### src/sv/rspd_pkg.sv
// Shared types and constants for the paletted run-length sprite decoder.
// Used by every module of the block; depends on nothing.
package rspd_pkg;

  // palette store geometry
  localparam int unsigned PALETTE_DEPTH = 256;
  localparam int unsigned PAL_AW        = $clog2(PALETTE_DEPTH);

  // request commands
  localparam logic [1:0] CMD_LOAD  = 2'd0;
  localparam logic [1:0] CMD_BYTE  = 2'd1;
  localparam logic [1:0] CMD_START = 2'd2;

  // configuration register indexes
  localparam logic [7:0] REG_COMPRESSED = 8'd0;
  localparam logic [7:0] REG_COL_MAJOR  = 8'd1;
  localparam logic [7:0] REG_LINE_LEN   = 8'd2;
  localparam logic [7:0] REG_LINE_CNT   = 8'd3;

  // result kinds and fixed alpha
  localparam logic       KIND_PIXEL   = 1'b0;
  localparam logic       KIND_END     = 1'b1;
  localparam logic [7:0] ALPHA_OPAQUE = 8'hFF;

  // results produced by one request, handed from the parser to the output stage
  typedef struct packed {
    logic        pix;
    logic        fin;
    logic [15:0] x;
    logic [15:0] y;
    logic        dropped;
  } rec_t;

endpackage

### src/sv/rspd_out.sv
// Output register holding up to one pixel record and one end record, with
// rgba built from the registered palette read. Uses rspd_pkg.
module rspd_out import rspd_pkg::*; (
  input  logic        clk_i,
  input  logic        rst_ni,
  input  logic        take_i,
  input  rec_t        rec_i,
  input  logic [23:0] rd_color_i,
  input  logic        rd_valid_i,
  output logic        can_take_o,
  output logic        out_valid_o,
  input  logic        out_ready_i,
  output logic        kind_o,
  output logic [15:0] pix_x_o,
  output logic [15:0] pix_y_o,
  output logic [31:0] rgba_o,
  output logic        dropped_o
);

  logic        pix_q, pix_d;
  logic        fin_q, fin_d;
  logic [15:0] x_q, y_q;
  logic        drop_q;
  logic        out_fire;
  logic        load;

  assign out_fire   = out_valid_o && out_ready_i;
  assign load       = take_i && (rec_i.pix || rec_i.fin);
  // ready to take a request unless something is left after this cycle's handshake
  assign can_take_o = !((pix_q && fin_q) || ((pix_q || fin_q) && !out_ready_i));

  // pending flags: pixel goes first, then the end record
  always_comb begin
    pix_d = pix_q;
    fin_d = fin_q;
    if (out_fire) begin
      if (pix_q) begin
        pix_d = 1'b0;
      end else begin
        fin_d = 1'b0;
      end
    end
    if (load) begin
      pix_d = rec_i.pix;
      fin_d = rec_i.fin;
    end
  end

  always_ff @(posedge clk_i or negedge rst_ni) begin
    if (!rst_ni) begin
      pix_q <= 1'b0;
      fin_q <= 1'b0;
    end else begin
      pix_q <= pix_d;
      fin_q <= fin_d;
    end
  end

  // pixel payload
  always_ff @(posedge clk_i) begin
    if (load) begin
      x_q    <= rec_i.x;
      y_q    <= rec_i.y;
      drop_q <= rec_i.dropped;
    end
  end

  // result fields
  assign out_valid_o = pix_q || fin_q;
  assign kind_o      = pix_q ? KIND_PIXEL : KIND_END;
  assign pix_x_o     = pix_q ? x_q : 16'd0;
  assign pix_y_o     = pix_q ? y_q : 16'd0;
  assign rgba_o      = (pix_q && rd_valid_i) ? {rd_color_i, ALPHA_OPAQUE} : 32'd0;
  assign dropped_o   = pix_q && drop_q;

  // new results only land in an empty or emptying register
  a_no_overwrite: assert property (@(posedge clk_i) disable iff (!rst_ni)
    load |-> (!(pix_q && fin_q) && (!(pix_q || fin_q) || out_ready_i)))
    else $error("output register overwritten");

  // a refused request means a result is still waiting
  a_busy_has_result: assert property (@(posedge clk_i) disable iff (!rst_ni)
    !can_take_o |-> out_valid_o)
    else $error("input stalled with empty output");

endmodule

### config.mk
export PLATFORM = sky130hd
export DESIGN_NAME = rspd_out
export DESIGN_NICKNAME = d
export VERILOG_FILES = /design/src/sv/rspd_pkg.sv /design/src/sv/rspd_out.sv
export SDC_FILE = /design/constraint.sdc
export NUM_CORES = 1
export LEC_CHECK = 0
export BUFFER_PORTS_ARGS = -buffer_cell sky130_fd_sc_hd__buf_2
export CAP_MARGIN = 20
export CORE_MARGIN = 10
export CORE_UTILIZATION = 39
export CTS_BUF_LIST = sky130_fd_sc_hd__clkbuf_8
export DETAILED_ROUTE_END_ITERATION = 16
export PLACE_DENSITY_LB_ADDON = 0.08
export SLEW_MARGIN = 20
export SYNTH_ARGS = -nofsm -noshare
export SYNTH_HDL_FRONTEND = slang
export SYNTH_SLANG_ARGS = --single-unit
### constraint.sdc
create_clock -name clk_i -period 1.2 [get_ports clk_i]
set_input_delay 0.18 -clock clk_i [delete_from_list [all_inputs] [get_ports clk_i]]
set_output_delay 0.18 -clock clk_i [all_outputs]
set_load 0.02 [all_outputs]
# After elaboration in Yosys (flattened, before gate mapping)
# Index checks and enable logic that the tools add are counted.
[word_totals] ram_bits=0 mem_bits_ro=0 n_memories=0 ff_bits=35 inputBits=64 word_cells=28 output_inout_bits=68 latch_bits=0
[classes] shift=0 mul=0 div=0 bitwise_logic=0 n_reduce_logical=13 n_addsub=0 n_mux=9 order_cmp=0 n_eq_ne=1
[ops] cell="two-way mux 16 bit" count=2
[ops] cell="two-way mux 32 bit" count=1
[ops] cell="logical AND 1 bit" count=6
[ops] cell="two-way mux 1 bit" count=6
[ops] cell="logical OR 1 bit" count=3
[ops] cell="logical NOT 1 bit" count=2
[ops] cell="!= test 2 x 1 -> 1 bit (second input constant)" count=1
[ops] cell="AND reduction 2 bit" count=1
[ops] cell="nonzero test 2 bit" count=1

# Longest topological paths before layout
# Gate-level depths: netlist of the first run.
[depth] word_depth=4 depth_mapped=3

# Least setup slack after synthesis of the first run
# No wires, ideal clock.
[synth_path] path_kind="input port to flip-flop" start="input rec_i[34] in the netlist's numbering" end="register drop_q (enable)" path_slack_ps=-178 arrival_time_ps=986 stages=1 n_path_buf=0 path_cell_list="o21a_1"
[synth_between] elab_chain_cells=2
[synth_lines] item="from (decl)" line="rspd_out.sv:7" source="input rec_t rec_i,"
[synth_lines] item="logical OR 1 bit" line="rspd_out.sv:28" source="assign load = take_i && (rec_i.pix || rec_i.fin);"
[synth_lines] item="logical AND 1 bit" line="rspd_out.sv:28"
[synth_lines] item="to (signal assigned)" line="rspd_out.sv:64" source="drop_q <= rec_i.dropped;"
[synth_lines] item="to (decl)" line="rspd_out.sv:23" source="logic drop_q;"
# Every way passes these cells.
# A chain may end at the register's enable or synchronous reset.

# Worst setup path in the final report of the first run
[layout_path] start="register pix_q" end="output rgba_o[2]"
[layout_between] elab_chain_cells=2
[layout_lines] item="from (decl)" line="rspd_out.sv:20" source="logic pix_q, pix_d;"
[layout_lines] item="from (signal assigned)" line="rspd_out.sv:54" source="pix_q <= pix_d;"
[layout_lines] item="logical AND 1 bit" line="rspd_out.sv:73" source="assign rgba_o = (pix_q && rd_valid_i) ? {rd_color_i, ALPHA_OPAQUE} : 32'd0;"
[layout_lines] item="two-way mux 32 bit" line="rspd_out.sv:73"
[layout_lines] item="to (decl)" line="rspd_out.sv:16" source="output logic [31:0] rgba_o,"
# Every way passes these cells.

==> results.md, run 1 <==
* Status: finished with violations
* Failing checks: negative setup slack
* FF-to-FF End: fin_q
* Post-synthesis sequential area ratio at 0.6661
* Fmax at 715.3 MHz
* Switching pwr at 0.7868 mW
* Layout cells sized above 1 at 0.6024
* Logic pwr share at 0.243
* Commonest cells after routing, fill and taps aside: buf_2 (110), and2_1 (34), edfxtp_1 (33)
* Clock network power share at 0.257
* Commonest non-fill, non-tap cell in the layout: buf_2
* Initial Util at 0.4144
* Total congestion overflow at 0
* Worst hold endpoint: y_q[12]
* Final Critical Period at 1398 ps
* Largest net degree at the start of global routing at 34
* Mapped Cells at 118
* P&R area growth vs syn at 57.57%
* DR vias/cell at 4.552
* Finish-stage setup viols at 67
* Global placement routability congestion at 0.7187
* Total track usage at 0.1322
* Yosys cell types at 17
* Maximum VDD drop at 0.9896 mV
* TritonRoute pass-1 iters at 4
* Final Max Tran Viols at 0
* Cell count after placement at 288
* Core Rows at 22
* DR DRC count at 0
* Layout Nets at 312
* CTS Buf Count at 5
* Period utilisation layout at 1.165
* Clk sinks at 35
* ANT nets after route at 0
* Synth Net Count at 182
* Drt initial violations at 27
* Reg2reg path depth at 3
* Seq pwr share at 0.501
* Sw Ratio at 0.2661
* Ports at 132
* Tightest Hold Check Type: input pin to register
* Longest Clk Path Bufs at 2
* DP HPWL at 3881 um
* Standby leakage power at 1.309 nW
* Initial antenna violation count at 0
* Synthesized area per cell at about 13 sq um
* Crit path required time at 1020 ps
* Critical hold path startpoint: rec_i[13]
* WL final at 4825 um
* I/O Buffers at 131
* Root buf cell: clkbuf_8
* Worst-Skew Late Latency at 270 ps
* First-pass GRT wire length at 7493 um
* H-tree level count at 2
* Final Skew at 0.3712 ps
* Slew margin rel. at 0.7994
* Register bit total from synthesis at 35
* Worst-Margin Slew at 301.0 ps
* Largest stage delay on the critical path at between 400 and 500 ps
* Die area at between 6000 and 7000 sq um
* Reg-to-Reg Start: pix_q
* Postcts setup bufs at 0
* CORE AREA at approximately 3800 sq um
* Startpoint types: register
* Final worst slack at -198.1 ps
* Via count at 1,352
* Place WS at 19.59 ps
* Minimum hold slack at 73.72 ps
* Internal at 2.170 mW
* Critical-path cell list: buf_6 -> and2_4 -> buf_4
* Worst Setup Path Type: register to output pin
* Chip width at 83.30 um
* Number of global-route vias before repair at about 1,400
* Reg clk slew, reported paths at about 70 ps
* Yosys warnings at 0
* Ant diodes at 0
* Drt wl/cell at 16.25 um
* Worst reg2reg setup slack at 100 ps
* Hold depth at 1
* Mapped Area at about 1600 sq um
* Critical path's slowest cell: dfrtp_2
* Max Fanout on Critical Path at 15
* Crit end category: output pin
* Fin Setup TNS at -11,020 ps
* Pwr dens at 1201 nW/um^2
* Crit path DAT at 1220 ps
* Fin cells at 297
* Fin. Hold Viols at 0
* CTS tree: done
* Die Height at between 80 and 90 um
* RSZ-0062 raised after global routing: yes
* Max-Cap Viols at 0
* Util after Layout at 0.6530
repair_timing:
action | CTS | global route
hold buffers | 1 | 0
endpoints found under the setup margin | 68 | 68
pin swaps | 0 | 0
endpoints found under the hold margin | 2 | 0
resized for setup | 28 | 15
logic make-up after synthesis:
family | count (synthesis) | synth area share
flops | 35 | 0.6661
buf+inv | 17 | 0.06645
simple gates | 62 | 0.2450
compound gates | 3 | 0.01522
fa+ha+maj | 1 | 0.007205
worst max-delay path, delay by kind of cell (launching register included):
kind | cells | cell delay, ps
AND/OR/NAND/NOR | 1 | 190
buffers and inverters | 2 | 320
flip-flops | 1 | 430
per-layer routing:
metal,part of all wire,GRT usage,up-vias
met3,0.12,0.07617,6
li1,-,-,660
met1,0.35,0.1317,597
met5,0,0,-
met4,0.011,0.03846,0
met2,0.51,0.2277,89
registers in the layout, indices dropped and copies added, names as in the netlist:
register	flops
x_q	16
pix_q	1
y_q	16
fin_q	1
drop_q	1
metrics by stage:
step	cell area, sq um	total power [mW]
global placement	2242	2.147
detailed placement	2242	2.155
floorplan	1565	1.877
finish	2462	2.957
global route	2462	3.105
CTS	2415	2.988
worst max path at each step:
stage	from	to	cells after the start
floorplan	pix_q	rgba_o[1]	3
global placement	pix_q	rgba_o[2]	3
detailed placement	pix_q	rgba_o[2]	3
CTS	pix_q	rgba_o[26]	3
global route	pix_q	rgba_o[2]	3
finish	pix_q	rgba_o[2]	3
Yosys cell counts (all sizes together):
cell	number	share of area
and3	24	0.096
o21a	1	0.0048
nand2	2	0.0048
dfrtp	2	0.032
inv	2	0.0048
nand2b	1	0.0040
maj3	1	0.0072
clkbuf	3	0.0080
edfxtp	33	0.63
a31o	1	0.0056
o31ai	1	0.0048
buf	12	0.054
and2	35	0.14
power groups by stage:
stage | sequential [mW] | combinational, mW | clock, mW
after floorplan | 1.50 | 0.381 | 0
after global placement | 1.50 | 0.648 | 0
after detailed placement | 1.50 | 0.651 | 0
after CTS | 1.48 | 0.704 | 0.804
after global routing | 1.49 | 0.780 | 0.833
final | 1.48 | 0.717 | 0.759
cell type report:
type	count	area, sq um
clock inverters	3	12.51
repair buffers	138	847.1
clock buffers	5	68.82
inverters	2	7.507
fillers	313	1309
well taps	48	60.06
multi-input cells	66	424.2
flip-flops and latches	35	1042
No activity file was read; power rests on OpenSTA's default activity.
==> run 2: changes to the inputs <==
--- a/config.mk
+++ b/config.mk
@@ -7,9 +7,9 @@
 export LEC_CHECK = 0
 export BUFFER_PORTS_ARGS = -buffer_cell sky130_fd_sc_hd__buf_2
 export CAP_MARGIN = 20
+export CORE_ASPECT_RATIO = 0.9
 export CORE_MARGIN = 10
-export CORE_UTILIZATION = 39
-export CTS_BUF_LIST = sky130_fd_sc_hd__clkbuf_8
+export CORE_UTILIZATION = 38
 export DETAILED_ROUTE_END_ITERATION = 16
 export PLACE_DENSITY_LB_ADDON = 0.08
 export SLEW_MARGIN = 20
==> run 2 against run 1 <==
  * The flow still finishes with violations (negative setup slack)
  * Highest routed layer unchanged
  * Global-route usage decreased by 1.2 points
  * Hold slack worse by 3.8 ps
  * Sequential power about the same
  * Clock skew about the same
  * Combinational power grew 3.9%
==> results.md, run 2 (synthesized netlist as in run 1, its figures left out) <==
* Status: finished with violations (unchanged)
* Failing checks: negative setup slack (unchanged)
* Post-DP Area at 2220 sq um (was 2242 sq um)
* Total track usage at 0.1203 (was 0.1322)
* Fin cells at 295 (was 297)
* Final Critical Period at 1423 ps (was 1398 ps)
* Longest Clk Path Bufs at 2 (unchanged)
* Final instance area at 2517 sq um (was 2462 sq um)
* Final Skew at 0.08732 ps (was 0.3712 ps)
* Crit end category: output pin (unchanged)
* FILL cells at 328 (was 313)
* ANT nets after route at 0 (unchanged)
* Ant diodes at 0 (unchanged)
* RSZ-0062 raised after global routing: yes (unchanged)
* Switching pwr at 0.8137 mW (was 0.7868 mW)
* TritonRoute pass-1 iters at 3 (was 4)
* Worst Setup Path Type: register to output pin (unchanged)
* Fmax at 702.7 MHz (was 715.3 MHz)
* Standby leakage power at 1.305 nW (was 1.309 nW)
* WL final at 4852 um (was 4825 um)
* Sw Ratio at 0.2695 (was 0.2661)
* Drt initial violations at 40 (was 27)
* H-tree level count at 2 (unchanged)
* Root buf cell: clkbuf_8 (unchanged)
* Chip width at 87.60 um (was 83.30 um)
* Reg clk slew, reported paths at 70 ps (about the same)
* Postcts setup bufs at 0 (unchanged)
* Biggest regs: x_q (16), y_q (16) (unchanged)
* Initial antenna violation count at 0 (unchanged)
* Internal at 2.206 mW (was 2.170 mW)
* Met1 usage at 0.1105 (was 0.1317)
* Util after Layout at 0.6264 (was 0.6530)
* Max Fanout on Critical Path at 21 (was 15)
* Place WS at -126.5 ps (was 19.59 ps)
* Worst setup endpoint: rgba_o[15] (was rgba_o[2])
* Final Max Tran Viols at 0 (unchanged)
* DR DRC count at 0 (unchanged)
* Logic pwr share at 0.247 (was 0.243)
* Largest net degree at the start of global routing at 34 (unchanged)
* Seq pwr share at 0.490 (was 0.501)
* Commonest non-fill, non-tap cell in the layout: buf_2 (unchanged)
* Finish-stage setup viols at 68 (was 67)
* Maximum VDD drop at 0.8701 mV (was 0.9896 mV)
* CORE AREA at 4019 sq um (was 3771 sq um)
* Drt wl/cell at 16.45 um (was 16.25 um)
* Reg2reg path depth at 3 (unchanged)
* Max-Cap Viols at 0 (unchanged)
* CTS Buf Count at 5 (unchanged)
* Period utilisation layout at 1.186 (was 1.165)
* Global placement routability congestion at 0.7188 (was 0.7187)
* Die area at 7081 sq um (was 6939 sq um)
* I/O Buffers at 131 (unchanged)
* GR peak layer: met2 (unchanged)
* Slew margin rel. at 0.4943 (was 0.7994)
* Worst reg2reg setup slack at 100 ps (about the same)
* DP HPWL at 3681 um (was 3881 um)
* Initial Util at 0.3889 (was 0.4144)
* Critical path launch point: pix_q (unchanged)
* Ports at 132 (unchanged)
* DR vias/cell at 4.498 (was 4.552)
* CTS tree: done (unchanged)
* P&R area growth vs syn at 61.09% (was 57.57%)
* Core Rows at 22 (unchanged)
* Pwr Total at 3.020 mW (was 2.957 mW)
* Crit path DAT at 1240 ps (was 1220 ps)
* Final worst slack at -223.0 ps (was -198.1 ps)
* Layout cells sized above 1 at 0.6154 (was 0.6024)
* Die Height at 80.84 um (was 83.30 um)
* GR Util met2 at 0.2158 (was 0.2277)
* Worst-Margin Slew at 758.6 ps (was 301.0 ps)
* Pwr dens at 1200 nW/um^2 (was 1201 nW/um^2)
* Fin. Hold Viols at 0 (unchanged)
* Startpoint types: register (unchanged)
* Number of global-route vias before repair at 1,288 (was 1,403)
* Worst-Skew Late Latency at 270 ps (about the same)
* First-pass GRT wire length at 6624 um (was 7493 um)
* Total congestion overflow at 0 (unchanged)
* Clk sinks at 35 (unchanged)
* Reg-to-Reg Start: pix_q (unchanged)
* Via count at 1,327 (was 1,352)
* FF-to-FF End: fin_q (unchanged)
* Clock network power share at 0.263 (was 0.257)
* Tightest Hold Check Type: input pin to register (unchanged)
* Commonest cells after routing, fill and taps aside: buf_2 (101), edfxtp_1 (33), and2_1 (31) (was buf_2 (110), and2_1 (34), edfxtp_1 (33))
* Fin Setup TNS at -11,940 ps (was -11,020 ps)
* Cell count after placement at 285 (was 288)
* Layout Nets at 310 (was 312)
* Crit path required time at 1020 ps (about the same)
* Met3 Usage GRT at 0.07700 (was 0.07617)
* Minimum hold slack at 69.97 ps (was 73.72 ps)
==> run 2: changes by cell type in the layout (fill, tap and decap cells not counted), sizes merged <==
cell and delta:
buf -3, clkbuf +2, clkinvlp +1, inv -2
==> run 2: how the worst min path moves through the flow <==
stage,slack [ps],depth (start not counted),startpoint,to
finish,70,1,rec_i[21],x_q[4]
global route,50,1,rec_i[1],y_q[0]
CTS,60,1,rec_i[24],x_q[7]
detailed placement,-30,1,rst_ni,fin_q
global placement,-30,1,rst_ni,pix_q
floorplan,-120,0,rst_ni,fin_q
==> run 2: metal layers <==
layer / wire (um) / up-vias
met5: 0 / -
met4: 44 / 0
met3: 704 / 6
met2: 2408 / 85
met1: 1694 / 579
li1: - / 657
==> run 2: area by class of cell <==
| cell class | count | area, sq um | area share |
|---|---|---|---|
| Clock buffer | 6 | 72.57 | 0.02883 |
| Tap cell | 48 | 60.06 | 0.02386 |
| Sequential cell | 35 | 1042 | 0.4140 |
| Clock inverter | 2 | 12.51 | 0.004970 |
| Inverter | 2 | 7.507 | 0.002982 |
| Multi-Input combinational cell | 66 | 431.7 | 0.1715 |
| Timing Repair Buffer | 136 | 890.9 | 0.3539 |
==> run 2: timing repair <==
action	4_1_cts	5_1_grt
pin swaps	1	0
cloned	1	0
hold buffers	1	0
endpoints found under the setup margin	68	68
gates resized for setup	29	33
endpoints found under the hold margin	2	0
==> run 2: critical path, cell delays in order (launching register included) <==
cell	delay (ps)
dfrtp_2	460
clkbuf_16	190
and3_1	170
buf_2	160
==> run 2: power groups by stage <==
stage          logic (mW)  registers, mW  clock network (mW)
2_1_floorplan       0.381           1.50                   0
3_3_place_gp        0.637           1.50                   0
3_5_place_dp        0.640           1.50                   0
4_1_cts             0.710           1.48               0.822
5_1_grt             0.803           1.49               0.877
6_report            0.745           1.48               0.795
