==> config.mk <==
export PLATFORM = sky130hd
export DESIGN_NAME = rspd_parse
export DESIGN_NICKNAME = d
export VERILOG_FILES = /design/src/sv/rspd_pkg.sv /design/src/sv/rspd_parse.sv
export SDC_FILE = /design/constraint.sdc
export NUM_CORES = 1
export LEC_CHECK = 0
export BUFFER_PORTS_ARGS = -buffer_cell sky130_fd_sc_hd__buf_2
export CAP_MARGIN = 20
export CORE_MARGIN = 3
export CORE_UTILIZATION = 35
export CTS_CLUSTER_SIZE = 30
export DETAILED_ROUTE_END_ITERATION = 6
export PLACE_DENSITY = 0.49
export SLEW_MARGIN = 20
export SYNTH_ARGS = -nofsm -noshare
export SYNTH_HDL_FRONTEND = slang
export SYNTH_SLANG_ARGS = --single-unit
export TNS_END_PERCENT = 5
==> constraint.sdc <==
create_clock -name clk_i -period 11.4 [get_ports clk_i]
set_input_delay 0.57 -clock clk_i [delete_from_list [all_inputs] [get_ports clk_i]]
set_output_delay 0.57 -clock clk_i [all_outputs]
set_load 0.01 [all_outputs]
==> src/sv/rspd_pkg.sv <==
// Shared types and constants for the paletted run-length sprite decoder.
// Used by every module of the block; depends on nothing.
package rspd_pkg;

  // palette store geometry
  localparam int unsigned PALETTE_DEPTH = 256;
  localparam int unsigned PAL_AW        = $clog2(PALETTE_DEPTH);

  // request commands
  localparam logic [1:0] CMD_LOAD  = 2'd0;
  localparam logic [1:0] CMD_BYTE  = 2'd1;
  localparam logic [1:0] CMD_START = 2'd2;

  // configuration register indexes
  localparam logic [7:0] REG_COMPRESSED = 8'd0;
  localparam logic [7:0] REG_COL_MAJOR  = 8'd1;
  localparam logic [7:0] REG_LINE_LEN   = 8'd2;
  localparam logic [7:0] REG_LINE_CNT   = 8'd3;

  // result kinds and fixed alpha
  localparam logic       KIND_PIXEL   = 1'b0;
  localparam logic       KIND_END     = 1'b1;
  localparam logic [7:0] ALPHA_OPAQUE = 8'hFF;

  // results produced by one request, handed from the parser to the output stage
  typedef struct packed {
    logic        pix;
    logic        fin;
    logic [15:0] x;
    logic [15:0] y;
    logic        dropped;
  } rec_t;

endpackage

==> src/sv/rspd_parse.sv <==
// Stream parser: configuration registers, command parsing, line and position
// counters. Produces the pixel and end records of each request. Uses rspd_pkg.
module rspd_parse import rspd_pkg::*; (
  input  logic        clk_i,
  input  logic        rst_ni,
  input  logic        in_fire_i,
  input  logic [1:0]  cmd_i,
  input  logic [7:0]  stream_byte_i,
  input  logic        cfg_valid_i,
  input  logic [7:0]  cfg_index_i,
  input  logic [15:0] cfg_data_i,
  output rec_t        rec_o
);

  // parse phase codes
  localparam logic [1:0] PH_HIGH = 2'd0;
  localparam logic [1:0] PH_LOW  = 2'd1;
  localparam logic [1:0] PH_LIT  = 2'd2;

  logic        compressed_q, col_major_q;
  logic [15:0] line_len_q, line_cnt_q;

  logic [1:0]  phase_q, phase_d;
  logic [7:0]  cmd_hi_q, cmd_hi_d;
  logic [14:0] lit_left_q, lit_left_d;
  logic [15:0] line_idx_q, line_idx_d;
  logic [15:0] line_pos_q, line_pos_d;
  logic        done_q, done_d;

  logic [15:0] word;
  logic [16:0] step;
  logic [16:0] sum;
  logic [15:0] pos_adv;
  logic        last_line;
  rec_t        rec;

  // configuration registers
  always_ff @(posedge clk_i or negedge rst_ni) begin
    if (!rst_ni) begin
      compressed_q <= 1'b0;
      col_major_q  <= 1'b0;
      line_len_q   <= 16'd1;
      line_cnt_q   <= 16'd1;
    end else if (cfg_valid_i) begin
      unique case (cfg_index_i)
        REG_COMPRESSED: compressed_q <= cfg_data_i[0];
        REG_COL_MAJOR:  col_major_q  <= cfg_data_i[0];
        REG_LINE_LEN:   line_len_q   <= cfg_data_i;
        REG_LINE_CNT:   line_cnt_q   <= cfg_data_i;
        default: ;
      endcase
    end
  end

  // shared position adder: one step for a pixel, the run length for a skip
  assign word      = {cmd_hi_q, stream_byte_i};
  assign step      = (!compressed_q || phase_q == PH_LIT) ? 17'd1
                                                          : 17'h10000 - {1'b0, word};
  assign sum       = {1'b0, line_pos_q} + step;
  assign pos_adv   = sum[16] ? 16'hFFFF : sum[15:0];
  assign last_line = ({1'b0, line_idx_q} + 17'd1) >= {1'b0, line_cnt_q};

  // next state and records
  always_comb begin
    phase_d    = phase_q;
    cmd_hi_d   = cmd_hi_q;
    lit_left_d = lit_left_q;
    line_idx_d = line_idx_q;
    line_pos_d = line_pos_q;
    done_d     = done_q;
    rec         = '0;
    rec.x       = col_major_q ? line_idx_q : line_pos_q;
    rec.y       = col_major_q ? line_pos_q : line_idx_q;
    rec.dropped = (line_pos_q >= line_len_q) || (line_idx_q >= line_cnt_q);
    if (in_fire_i) begin
      case (cmd_i)
        CMD_START: begin
          phase_d    = PH_HIGH;
          cmd_hi_d   = '0;
          lit_left_d = '0;
          line_idx_d = '0;
          line_pos_d = '0;
          done_d     = 1'b0;
        end
        CMD_BYTE: begin
          if (!done_q) begin
            if (!compressed_q) begin
              // raw byte: one pixel, line ends at the line length
              rec.pix = 1'b1;
              if (pos_adv >= line_len_q) begin
                line_pos_d = '0;
                if (last_line) begin
                  done_d  = 1'b1;
                  rec.fin = 1'b1;
                end else begin
                  line_idx_d = line_idx_q + 16'd1;
                end
              end else begin
                line_pos_d = pos_adv;
              end
            end else begin
              unique case (phase_q)
                PH_LIT: begin
                  rec.pix    = 1'b1;
                  line_pos_d = pos_adv;
                  lit_left_d = lit_left_q - 15'd1;
                  if (lit_left_q == 15'd1) begin
                    phase_d = PH_HIGH;
                  end
                end
                PH_LOW: begin
                  phase_d = PH_HIGH;
                  if (word == 16'd0) begin
                    // end of line command
                    line_pos_d = '0;
                    if (last_line) begin
                      done_d  = 1'b1;
                      rec.fin = 1'b1;
                    end else begin
                      line_idx_d = line_idx_q + 16'd1;
                    end
                  end else if (word[15]) begin
                    line_pos_d = pos_adv;
                  end else begin
                    lit_left_d = word[14:0];
                    phase_d    = PH_LIT;
                  end
                end
                default: begin
                  cmd_hi_d = stream_byte_i;
                  phase_d  = PH_LOW;
                end
              endcase
            end
          end
        end
        default: ;
      endcase
    end
  end

  // parse state
  always_ff @(posedge clk_i or negedge rst_ni) begin
    if (!rst_ni) begin
      phase_q    <= PH_HIGH;
      cmd_hi_q   <= '0;
      lit_left_q <= '0;
      line_idx_q <= '0;
      line_pos_q <= '0;
      done_q     <= 1'b0;
    end else begin
      phase_q    <= phase_d;
      cmd_hi_q   <= cmd_hi_d;
      lit_left_q <= lit_left_d;
      line_idx_q <= line_idx_d;
      line_pos_q <= line_pos_d;
      done_q     <= done_d;
    end
  end

  assign rec_o = rec;

  // a literal run in progress always has bytes left
  a_lit_nonzero: assert property (@(posedge clk_i) disable iff (!rst_ni)
    (phase_q == PH_LIT) |-> (lit_left_q != 15'd0))
    else $error("literal phase with empty count");

  // a finished image stays finished until a restart
  a_done_sticky: assert property (@(posedge clk_i) disable iff (!rst_ni)
    done_q |=> (done_q || $past(in_fire_i && cmd_i == CMD_START)))
    else $error("image done cleared without restart");

  // an end record always marks the image finished
  a_fin_sets_done: assert property (@(posedge clk_i) disable iff (!rst_ni)
    rec.fin |=> done_q)
    else $error("end record without image done");

endmodule

# After elaboration in Yosys (flattened, before gate mapping)
# Cells that the tools add are included.
# totals
ff_bits	92
out_inout_bits	35
elab_cells	103
# op_classes
n_addsub	5
magnitude_cmp	4
n_eq_ne	20
muxes	47
reduce_logical	17
# op_table
cell	n
two-way mux 16 bit	14
one-hot mux 16 bit (2 select lines)	3
two-way mux 15 bit	4
one-hot mux 15 bit (2 select lines)	2
>= comparator 16 bit	3
two-way mux 8 bit	3
inequality test 3 bit, second input constant	7
two-way mux 2 bit	9
adder 16 x 1 -> 17 bit, second input constant	1
adder 16 x 17 -> 17 bit	1
>= comparator 17 x 16 -> 1 bit	1
two-way mux 17 bit	1
subtractor 17 x 16 -> 17 bit, first input constant	1
adder 16 x 1 -> 16 bit, second input constant	1
== test 8 x 2 -> 1 bit, second input constant	2
zero test 16 bit	1
one-hot mux 8 bit (2 select lines)	1
== test 15 x 1 -> 1 bit, second input constant	1
AND reduction 5 bit	3
subtractor 15 x 1 -> 15 bit, second input constant	1
AND reduction 2 bit	5
== test 8 x 1 -> 1 bit, second input constant	1
zero test 8 bit	1
one-hot mux 2 bit (2 select lines)	2
other kinds (13)	24

# Depth between registers and ports, before layout
# Gate-level depths: netlist (run 1).
# depth
depth_word	11
ltp_mapped	25
ltp_nobuf	23

# Worst setup path before layout (run 1)
# No wires, ideal clock.
# synth_timing
path_kind	input to output
from	input port stream_byte_i[5]
to	output port rec_o[33] (netlist bit)
arrival_ns	5.342
path_slack_ns	5.488
cell_stages	23
path_cell_list	or4_1 -> buf_2 -> or4_1 -> nor3_1 -> xor2_1 -> nor2_1 -> ha_1 -> and4_1 -> nand2_1 -> nor3_1 -> o21ai_0 -> a21o_1 -> clkbuf_1 -> a21oi_1 -> inv_1 -> ha_1 -> a21o_1 -> a21o_1 -> a211oi_1 -> o21ai_0 -> a211o_1 -> buf_2 -> and3_1
# synth_lines
item	line	text
start: declaration	rspd_parse.sv:8	input logic [7:0] stream_byte_i,
end: declaration	rspd_parse.sv:12	output rec_t rec_o

==> flow_summary.yaml, run 1 <==
finish:
  fin_area_sq_um: 8420
  final_util_pct: 40.8
  fin_nets: 1041
  stdcell_count: 1189
  num_antenna_cells: 0
  drive_above_1_share_pct: 17.8
  regArea_sq_um: 2300
  nFillCells: 2099
  multi_input_area_sq_um: 4840
  synthToLayoutAreaGrowth_pct: 12.1
synth:
  yosysWarnings: 0
  synth_top_area_share_pct: 30.0
  synth_seq_cells: 92
  synth_edf_count: 0
  synth_area_leaders: "dfrtp_1 (30%), ha_1 (15%), mux2_2 (8.8%), nand2_1 (4.6%), a21oi_1 (3.4%)"
  synthFlopType: "dfrtp_1"
  yosysUniqueCellTypes: 67
  synth_area_leader_cell: "dfrtp_1"
  syn_area_per_cell_sq_um: 8.78
  yosysMostFrequentCell: "nand2_1"
  synthArstFlopShare_pct: 100
  syn-cell-area_sq_um: 7510
  ys_seq_area_share_pct: 30.7
  synthTopCellsByCount: "nand2_1 (92), dfrtp_1 (90), ha_1 (88)"
  syn_nets: 982
  synthCells: 855
detailed_routing:
  drc: 0
  wire_per_inst_um: 18.5
  totalWireLength_um: 22100
  drt_pass1_iterations: 7
  drtIter0Drc: 470
  viasPerCell: 5.38
  ant_nets: 0
  vias: 6399
worst_setup_path:
  slowest_stage: "or4_1"
  critPathLaunchType: "primary input"
  worstPathRequired_ns: 10.83
  worstSetupPathType: "in2out"
  endpoint_kind: "output pin"
  crit_top_cell: "a21o_1"
  path_max_fanout: 15
  cp_cell_sequence: "buf_2, or4_1, or4_1, nor2_1, nand2_1, xnor2_1, nor2_1, ha_1, a21oi_1, a21o_1, nand2_1, o21ai_0, nand3_1, a21oi_1, inv_1, ha_1, a21o_1, a21o_1, a211oi_1, o21ai_0, a211o_1, and3_1, buf_2"
  worst_ep_arrival_time_ns: 6.15
  path_buf_inv: 3
  crit_family: "simple AND/OR/NAND/NOR gates"
  cp_slowest_stage_delay_ns: 0.65
timing:
  rsz0062_at_grt: "false"
  worst_pin_slew_ns: 1.04
  setup_violations: 0
  hold_viol: 0
  post-route-period-util_pct: 59.0
  slew_viol_final: 0
  clock_skew_ns: 0.0123
  relSlewSlack_pct: 29.9
  fin_crit_ns: 6.72
  fmax_mhz: 149
  tns_ns: 0
place:
  hpwl_um: 17000
  placed_area_sq_um: 8120
  io_buffers: 72
  globalplace.congestion: 0.825
  dp_cells: 1173
pwr:
  power_density_nw_per_um2: 171
  max-vdd-ir-drop_v: 0.0000699
  leakage_nw: 4.01
global_route:
  grt_pass1_vias: 6245
  grt_max_degree: 65
  antenna_found_initial: 0
  grt_pass1_wl_um: 35300
  grt.total_usage_pct: 18.9
  grt_overflow: 0
die:
  core-area_sq_um: 20600
  die_x_um: 152
  start_util_pct: 36.4
  pin_count: 73
  die_h_um: 152
  die-area_sq_um: 23300
  std_cell_rows: 52
run_status:
  status: "finished clean"
clock_network:
  path_clk_slew_ns: 0.07
  postCtsSetupBuffers: 0
  cts_made_buffers: 9
  htree_levels: 3
  clockBufferDepth: 2
  insertion_delay_ns: 0.36
  clock-sinks: 92
  holdBufCountCts: 0
  cts_resized: 0
  cts_tree: "done"
  cts_root_buf: "clkbuf_16"
min_path:
  hold_class: "in2async"
run:
  drv_cap: 0
metal layers:
metal  vias to the layer above  track usage (%)  share of wire [%]  wire length, um
met1                      3035             28.9                 53            11600
li1                       3225                -                  -                -
met4                         0             4.37                1.0              229
met2                       126             28.4                 43             9400
met5                         -                0                  0                0
met3                        13             2.19                3.6              800
worst register-to-register path, stage by stage, from the launching register on:
cell      delay (ns)
dfrtp_1         0.55
inv_1           0.14
nor2_1          0.37
nand2_1         0.12
ha_1            0.23
fa_1            0.42
a211oi_1        0.32
o21a_1          0.25
nor3_1          0.10
o21ai_0         0.24
nand3_1         0.48
a21oi_1         0.37
inv_1           0.07
ha_1            0.31
nand2_1         0.05
o21ai_0         0.27
a41oi_1         0.08
nor3_1          0.31
a211o_1         0.45
and3_1          0.50
o21ai_0         0.17
state kept, by name, summed over array words and instances (netlist names):
register      count
line_pos_q       16
lit_left_q       15
col_major_q       1
phase_q           2
line_idx_q       16
done_q            1
cmd_hi_q          8
line_cnt_q       16
compressed_q      1
line_len_q       16
cell type report:
type / count / area share, %
Tap cell: 270 / 4.01
Inverter: 68 / 3.03
Clock buffer: 10 / 2.72
Clock inverter: 6 / 0.862
Timing Repair Buffer: 75 / 4.58
Sequential cell: 92 / 27.4
Multi-Input combinational cell: 668 / 57.4
stage by stage:
| stage | worst slack (ns) | power [mW] | hold WS (ns) |
|---|---|---|---|
| final | 4.68 | 1.44 | 0.141 |
| after global routing | 4.07 | 1.57 | 0.161 |
| after CTS | 4.73 | 1.45 | 0.150 |
| after detailed placement | 4.74 | 1.12 | 0.492 |
| after global placement | 4.83 | 1.13 | 0.488 |
| after floorplan | 5.49 | 0.936 | 0.274 |
report_power, final:
part	total, mW	switching, mW	internal [mW]
sequential	0.446	0.0731	0.373
combinational	0.677	0.389	0.288
clock	0.319	0.146	0.173
logic make-up (layout without fill, tap and decap cells):
| logic type | after synthesis | in the layout | share of synthesized area (%) |
|---|---|---|---|
| AOI/OAI and AO/OA | 207 | 207 | 17.7 |
| xor gates and xnor gates | 39 | 39 | 4.55 |
| adders and majority gates | 89 | 89 | 14.9 |
| buffers and inverters | 95 | 159 | 4.93 |
| DFF | 92 | 92 | 30.7 |
| muxes | 61 | 61 | 9.11 |
| and+or+nand+nor | 272 | 272 | 18.1 |
worst paths after layout:
path                                   from              to  slack, ns  depth (start not counted)
hold / removal                       rst_ni  line_cnt_q[15]       0.14                          1
hold reg to reg               line_cnt_q[1]   line_cnt_q[1]       0.51                          1
setup / recovery           stream_byte_i[5]       rec_o[33]       4.68                         23
setup reg to reg               compressed_q  line_idx_q[13]       5.44                         20
min in group clk_i            cfg_data_i[7]   line_cnt_q[7]       0.46                          2
max in group asynchronous            rst_ni      phase_q[1]      10.01                          2
layout by cell type, fill, tap and decap left out, types with 4 or more instances in the layout:
cell       count
nand2_1       92
ha_1          88
and2_1         4
and3_1        11
clkbuf_16      9
nand3b_1       5
nor3_1        29
buf_4          4
and4_1         5
a32oi_1        4
mux2_2        59
o21a_1         5
or4_1          5
o221ai_1       5
nand3_1       18
xor2_1        19
o31ai_1        7
buf_2         71
a21o_1        24
dfrtp_1       90
nand2b_1      10
a21oi_1       51
o22ai_1        6
a211oi_1       6
nand4_1       18
or3_1          9
nor2_1        43
inv_1         66
a22o_1         5
o21ai_1       16
xnor2_1       20
o21ai_0       48
nor4b_1        5
nor4_1         4
(Power assumes the default switching activity.)
==> run 2, diff against run 1 <==
--- a/config.mk
+++ b/config.mk
@@ -11,7 +11,7 @@
 export CORE_UTILIZATION = 35
 export CTS_CLUSTER_SIZE = 30
 export DETAILED_ROUTE_END_ITERATION = 6
-export PLACE_DENSITY = 0.49
+export PLACE_DENSITY = 0.51
 export SLEW_MARGIN = 20
 export SYNTH_ARGS = -nofsm -noshare
 export SYNTH_HDL_FRONTEND = slang
==> constraint.sdc (replaced) <==
create_clock -name clk_i -period 5.96 [get_ports clk_i]
set_input_delay 0.298 -clock clk_i [delete_from_list [all_inputs] [get_ports clk_i]]
set_output_delay 0.298 -clock clk_i [all_outputs]
set_load 0.01 [all_outputs]
==> flow_summary.yaml, run 2 (synthesized netlist as in run 1, its figures left out) <==
timing:
  relSlewSlack_pct: 30.7
  hold_viol: 0
  setup_violations: 0
  post-route-period-util_pct: 95.1
  tns_ns: 0
  slew_viol_final: 0
  worst_pin_slew_ns: 1.03
  fin_ws_ns: 0.289
  holdWs_ns: 0.188
  clock_skew_ns: 0.00893
  fin_crit_ns: 5.67
  fmax_mhz: 176
finish:
  layout_common_cells: "nand2_1 (92), dfrtp_1 (89), ha_1 (88), buf_2 (71), inv_1 (66)"
  fin_nets: 1050
  stdcell_count: 1198
  drive_above_1_share_pct: 19.6
  final_util_pct: 41.5
  layout_commonest_cell: "nand2_1"
  num_antenna_cells: 0
  nFillCells: 2058
  synthToLayoutAreaGrowth_pct: 14.0
clock_network:
  htree_levels: 3
  cts_tree: "done"
  cts_root_buf: "clkbuf_16"
  clock-sinks: 92
  clockBufferDepth: 2
  cts_made_buffers: 9
  path_clk_slew_ns: 0.07
  insertion_delay_ns: 0.36
worst_setup_path:
  worst_ep_arrival_time_ns: 5.37
  worstSetupPathType: "in2out"
  slowest_stage: "or4_1"
  endpoint_kind: "output pin"
  cp_slowest_stage_delay_ns: 0.53
  cp_cell_sequence: "buf_2, or4_1, or4_1, nor3_1, xor2_1, nor2_1, ha_1, and4_1, nand2_1, nor3_2, o21ai_0, a21o_2, buf_4, a21oi_1, inv_1, ha_1, a21o_1, a211oi_1, o21ai_0, a211o_2, and3_1, buf_2"
  critPathLaunchType: "primary input"
  path_max_fanout: 12
  path_buf_inv: 4
  worstPathRequired_ns: 5.66
  crit_family: "simple AND/OR/NAND/NOR gates"
detailed_routing:
  drc: 0
  wire_per_inst_um: 18.0
  vias: 6471
  viasPerCell: 5.40
  drt_pass1_iterations: 5
  totalWireLength_um: 21600
  ant_nets: 0
  drtIter0Drc: 518
place:
  dp_cells: 1179
  hpwl_um: 16700
  io_buffers: 72
  place_ws_ns: 0.0418
  globalplace.congestion: 0.838
global_route:
  grt_pass1_wl_um: 35200
  grt_overflow: 0
  antenna_found_initial: 0
  grt.total_usage_pct: 18.7
  grt_max_degree: 73
  grt_pass1_vias: 6340
pwr:
  max-vdd-ir-drop_v: 0.000140
  leakage_nw: 4.08
  power_density_nw_per_um2: 329
  seqPwrFrac_pct: 30.3
  p_clk_share_pct: 23.3
  pwr-share-comb_pct: 46.4
  power.net_switching_mw: 1.16
  internal_power_mw: 1.66
  switching_share_pct: 41.1
die:
  std_cell_rows: 52
  die_x_um: 152
  die-area_sq_um: 23300
  pin_count: 73
  die_h_um: 152
  start_util_pct: 36.4
  core-area_sq_um: 20600
run_status:
  status: "finished clean"
run:
  drv_cap: 0
min_path:
  hold_class: "in2reg"
[run 2: cell count changes in the layout (fill, tap and decap cells not counted), moves of 2 or more]
cell | previous run | this run
inv_6 | 1 | 3
clkinv_4 | 3 | 1
buf_4 | 4 | 12
nor3_1 | 29 | 27
[run 2: repair_timing]
action,4_1_cts,5_1_grt
setup buffers,0,2
endpoints found under the hold margin,20,0
hold buffers,1,0
resized for setup,0,10
endpoints found under the setup margin,0,3
[run 2: metrics by stage]
step / total power [mW] / cell area [sq um]
after global placement: 2.16 / 8160
after global routing: 3.08 / 8560
after floorplan: 1.79 / 7510
final: 2.81 / 8560
after CTS: 2.83 / 8500
after detailed placement: 2.16 / 8160
[run 2: power groups by stage]
stage | Combinational, mW | Clock [mW] | Sequential (mW)
global placement | 1.29 | 0 | 0.864
finish | 1.30 | 0.656 | 0.851
detailed placement | 1.29 | 0 | 0.863
CTS | 1.30 | 0.677 | 0.852
global route | 1.50 | 0.704 | 0.870
floorplan | 0.985 | 0 | 0.805
[run 2: area by class of cell]
cell class	count	area [sq um]	share of cell area, %
clock inverter	7	106	1.24
sequential	92	2310	26.9
tap	270	338	3.95
multi-input combinational	668	4870	56.9
clock buffer	9	225	2.63
inverter	68	255	2.98
timing repair buffer	84	455	5.32
[run 2: final timing paths]
check,start,endpoint,slack [ns],depth (start not counted)
max,stream_byte_i[5],rec_o[33],0.29,22
min,cfg_data_i[4],line_cnt_q[4],0.19,2
max reg2reg,cmd_hi_q[3],line_idx_q[8],0.72,21
min reg2reg,lit_left_q[1],lit_left_q[1],0.51,2
max in group asynchronous,rst_ni,compressed_q,4.24,3
min in group asynchronous,rst_ni,line_cnt_q[10],0.37,2
[run 2: worst register-to-register path: cells and delay by family, from the launching register on]
family,cells,cell delay (ns)
flip-flops,1,0.48
XOR/XNOR,1,0.16
buffers and inverters,3,0.43
AO/OA/AOI/OAI,9,2.03
AND/OR/NAND/NOR,6,1.41
adder cells (fa/ha/maj),2,0.63
[run 2: metal layers]
metal	wire length (um)	share of wire, %	vias to the layer above	track usage [%]
li1	-	-	3250	-
met1	11200	52	3056	28.7
met2	9230	43	143	27.9
met3	872	4.0	22	2.19
met4	325	1.5	0	4.75
met5	0	0	-	0
==> run 3, diff against run 2 <==
--- a/config.mk
+++ b/config.mk
@@ -7,7 +7,6 @@
 export LEC_CHECK = 0
 export BUFFER_PORTS_ARGS = -buffer_cell sky130_fd_sc_hd__buf_2
 export CAP_MARGIN = 20
-export CORE_MARGIN = 3
 export CORE_UTILIZATION = 35
 export CTS_CLUSTER_SIZE = 30
 export DETAILED_ROUTE_END_ITERATION = 6
==> flow_summary.yaml, run 3 (synthesized netlist as in run 1, its figures left out) <==
run_status:
  status: "finished clean"
global_route:
  grt_overflow: 0
  grt.total_usage_pct: 20.2
  grt_max_degree: 50
  grt_pass1_vias: 6184
  antenna_found_initial: 0
  grt_pass1_wl_um: 34200
worst_setup_path:
  worstSetupPathType: "in2out"
  cp_slowest_stage_delay_ns: 0.55
  slowest_stage: "or4_1"
  r2r_slack_ns: 0.70
  worstPathRequired_ns: 5.66
  cp_cell_sequence: "buf_2, or4_1, or4_1, nor3_2, xor2_1, nor2_1, ha_1, and4_1, nand2_1, nor3_2, o21ai_0, a21o_2, buf_4, a21oi_1, inv_1, ha_1, a21o_1, a21o_1, a21oi_1, nor2_1, a211o_1, and3_1, buf_2"
  path_max_fanout: 13
  endpoint_kind: "output pin"
  worst_ep_arrival_time_ns: 5.34
  crit_family: "simple AND/OR/NAND/NOR gates"
  reg2reg_depth: 21
  critPathLaunchType: "primary input"
  path_depth: 23
  path_buf_inv: 4
finish:
  fin_nets: 1049
  final_util_pct: 40.5
  synthToLayoutAreaGrowth_pct: 13.4
  drive_above_1_share_pct: 19.0
  layout_commonest_cell: "nand2_1"
  nFillCells: 2140
  num_antenna_cells: 0
  layout_common_cells: "nand2_1 (92), dfrtp_1 (90), ha_1 (88), buf_2 (71), inv_1 (66)"
clock_network:
  clock-sinks: 92
  insertion_delay_ns: 0.36
  clockBufferDepth: 2
  htree_levels: 3
  path_clk_slew_ns: 0.07
  cts_root_buf: "clkbuf_16"
  cts_made_buffers: 9
  cts_tree: "done"
detailed_routing:
  viasPerCell: 5.36
  drtIter0Drc: 460
  wire_per_inst_um: 17.7
  totalWireLength_um: 21300
  ant_nets: 0
  drt_pass1_iterations: 4
  drc: 0
  vias: 6441
pwr:
  leakage_nw: 4.04
  max-vdd-ir-drop_v: 0.000149
  power_density_nw_per_um2: 325
run:
  drv_cap: 0
die:
  die_x_um: 148
  core-area_sq_um: 21000
  die_h_um: 148
  start_util_pct: 35.7
  std_cell_rows: 53
  pin_count: 73
  die-area_sq_um: 22000
timing:
  fmax_mhz: 177
  slew_viol_final: 0
  fin_crit_ns: 5.64
  hold_viol: 0
  clock_skew_ns: 0.0125
  setup_violations: 0
  post-route-period-util_pct: 94.7
  tns_ns: 0
  worst_pin_slew_ns: 1.06
  rsz0062_at_grt: "false"
  relSlewSlack_pct: 28.7
place:
  io_buffers: 72
  hpwl_um: 16500
  globalplace.congestion: 0.840
min_path:
  hold_class: "in2reg"
  hold_depth: 2
[run 3: cell type report]
cell class | count | area, sq um | area share [%]
clock inverters | 5 | 61.3 | 0.720
clock buffers | 11 | 243 | 2.85
well taps | 275 | 344 | 4.04
flip-flops and latches | 92 | 2300 | 27.1
inverters | 68 | 255 | 3.00
repair buffers | 83 | 448 | 5.26
multi-input cells | 668 | 4860 | 57.1
[run 3: per-layer routing]
layer  GRT usage [%]  vias to the layer above  wire (um)
met5               0                        -          0
met4            6.34                        0        352
met3            2.02                       21        672
met2            30.6                      123       9240
met1            29.8                     3051      11000
li1                -                     3246          -
[run 3: report_power, final]
part	switching (mW)	internal [mW]	leakage, nW
Sequential	0.140	0.713	1.24
Combinational	0.737	0.565	2.66
Clock	0.270	0.339	0.138
[run 3: metrics by stage]
step / power [mW] / instances / worst slack, ns / cell area (sq um) / hold WS, ns
floorplan: 1.79 / 855 / 0.592 / 7510 / 0.00241
global placement: 2.16 / 1184 / 0.180 / 8170 / 0.338
detailed placement: 2.16 / 1184 / 0.169 / 8170 / 0.341
CTS: 2.78 / 1201 / 0.144 / 8480 / 0.174
global route: 3.01 / 1202 / 0.000861 / 8510 / 0.185
finish: 2.76 / 1202 / 0.319 / 8510 / 0.183
[run 3: worst paths after layout]
path / start / endpoint
hold / removal: cfg_data_i[15] / line_cnt_q[15]
setup reg to reg: cmd_hi_q[2] / line_idx_q[10]
min in group asynchronous: rst_ni / line_cnt_q[9]
max in group asynchronous: rst_ni / line_idx_q[3]
setup / recovery: stream_byte_i[5] / rec_o[33]
hold reg to reg: line_cnt_q[2] / line_cnt_q[2]
[run 3: worst register-to-register path, delay by kind of cell (launching register included)]
family	cells	cell delay, ns
buf+inv	2	0.24
flops	1	0.43
fa+ha+maj	2	0.65
compound gates	9	1.94
xor+xnor	1	0.16
simple gates	7	1.75
[run 3: what timing repair did]
| action | 4_1_cts | 5_1_grt |
|---|---|---|
| endpoints found under the setup margin | 0 | 4 |
| hold buffers | 1 | 0 |
| setup buffers | 0 | 1 |
| resized for setup | 0 | 6 |
| endpoints found under the hold margin | 43 | 0 |
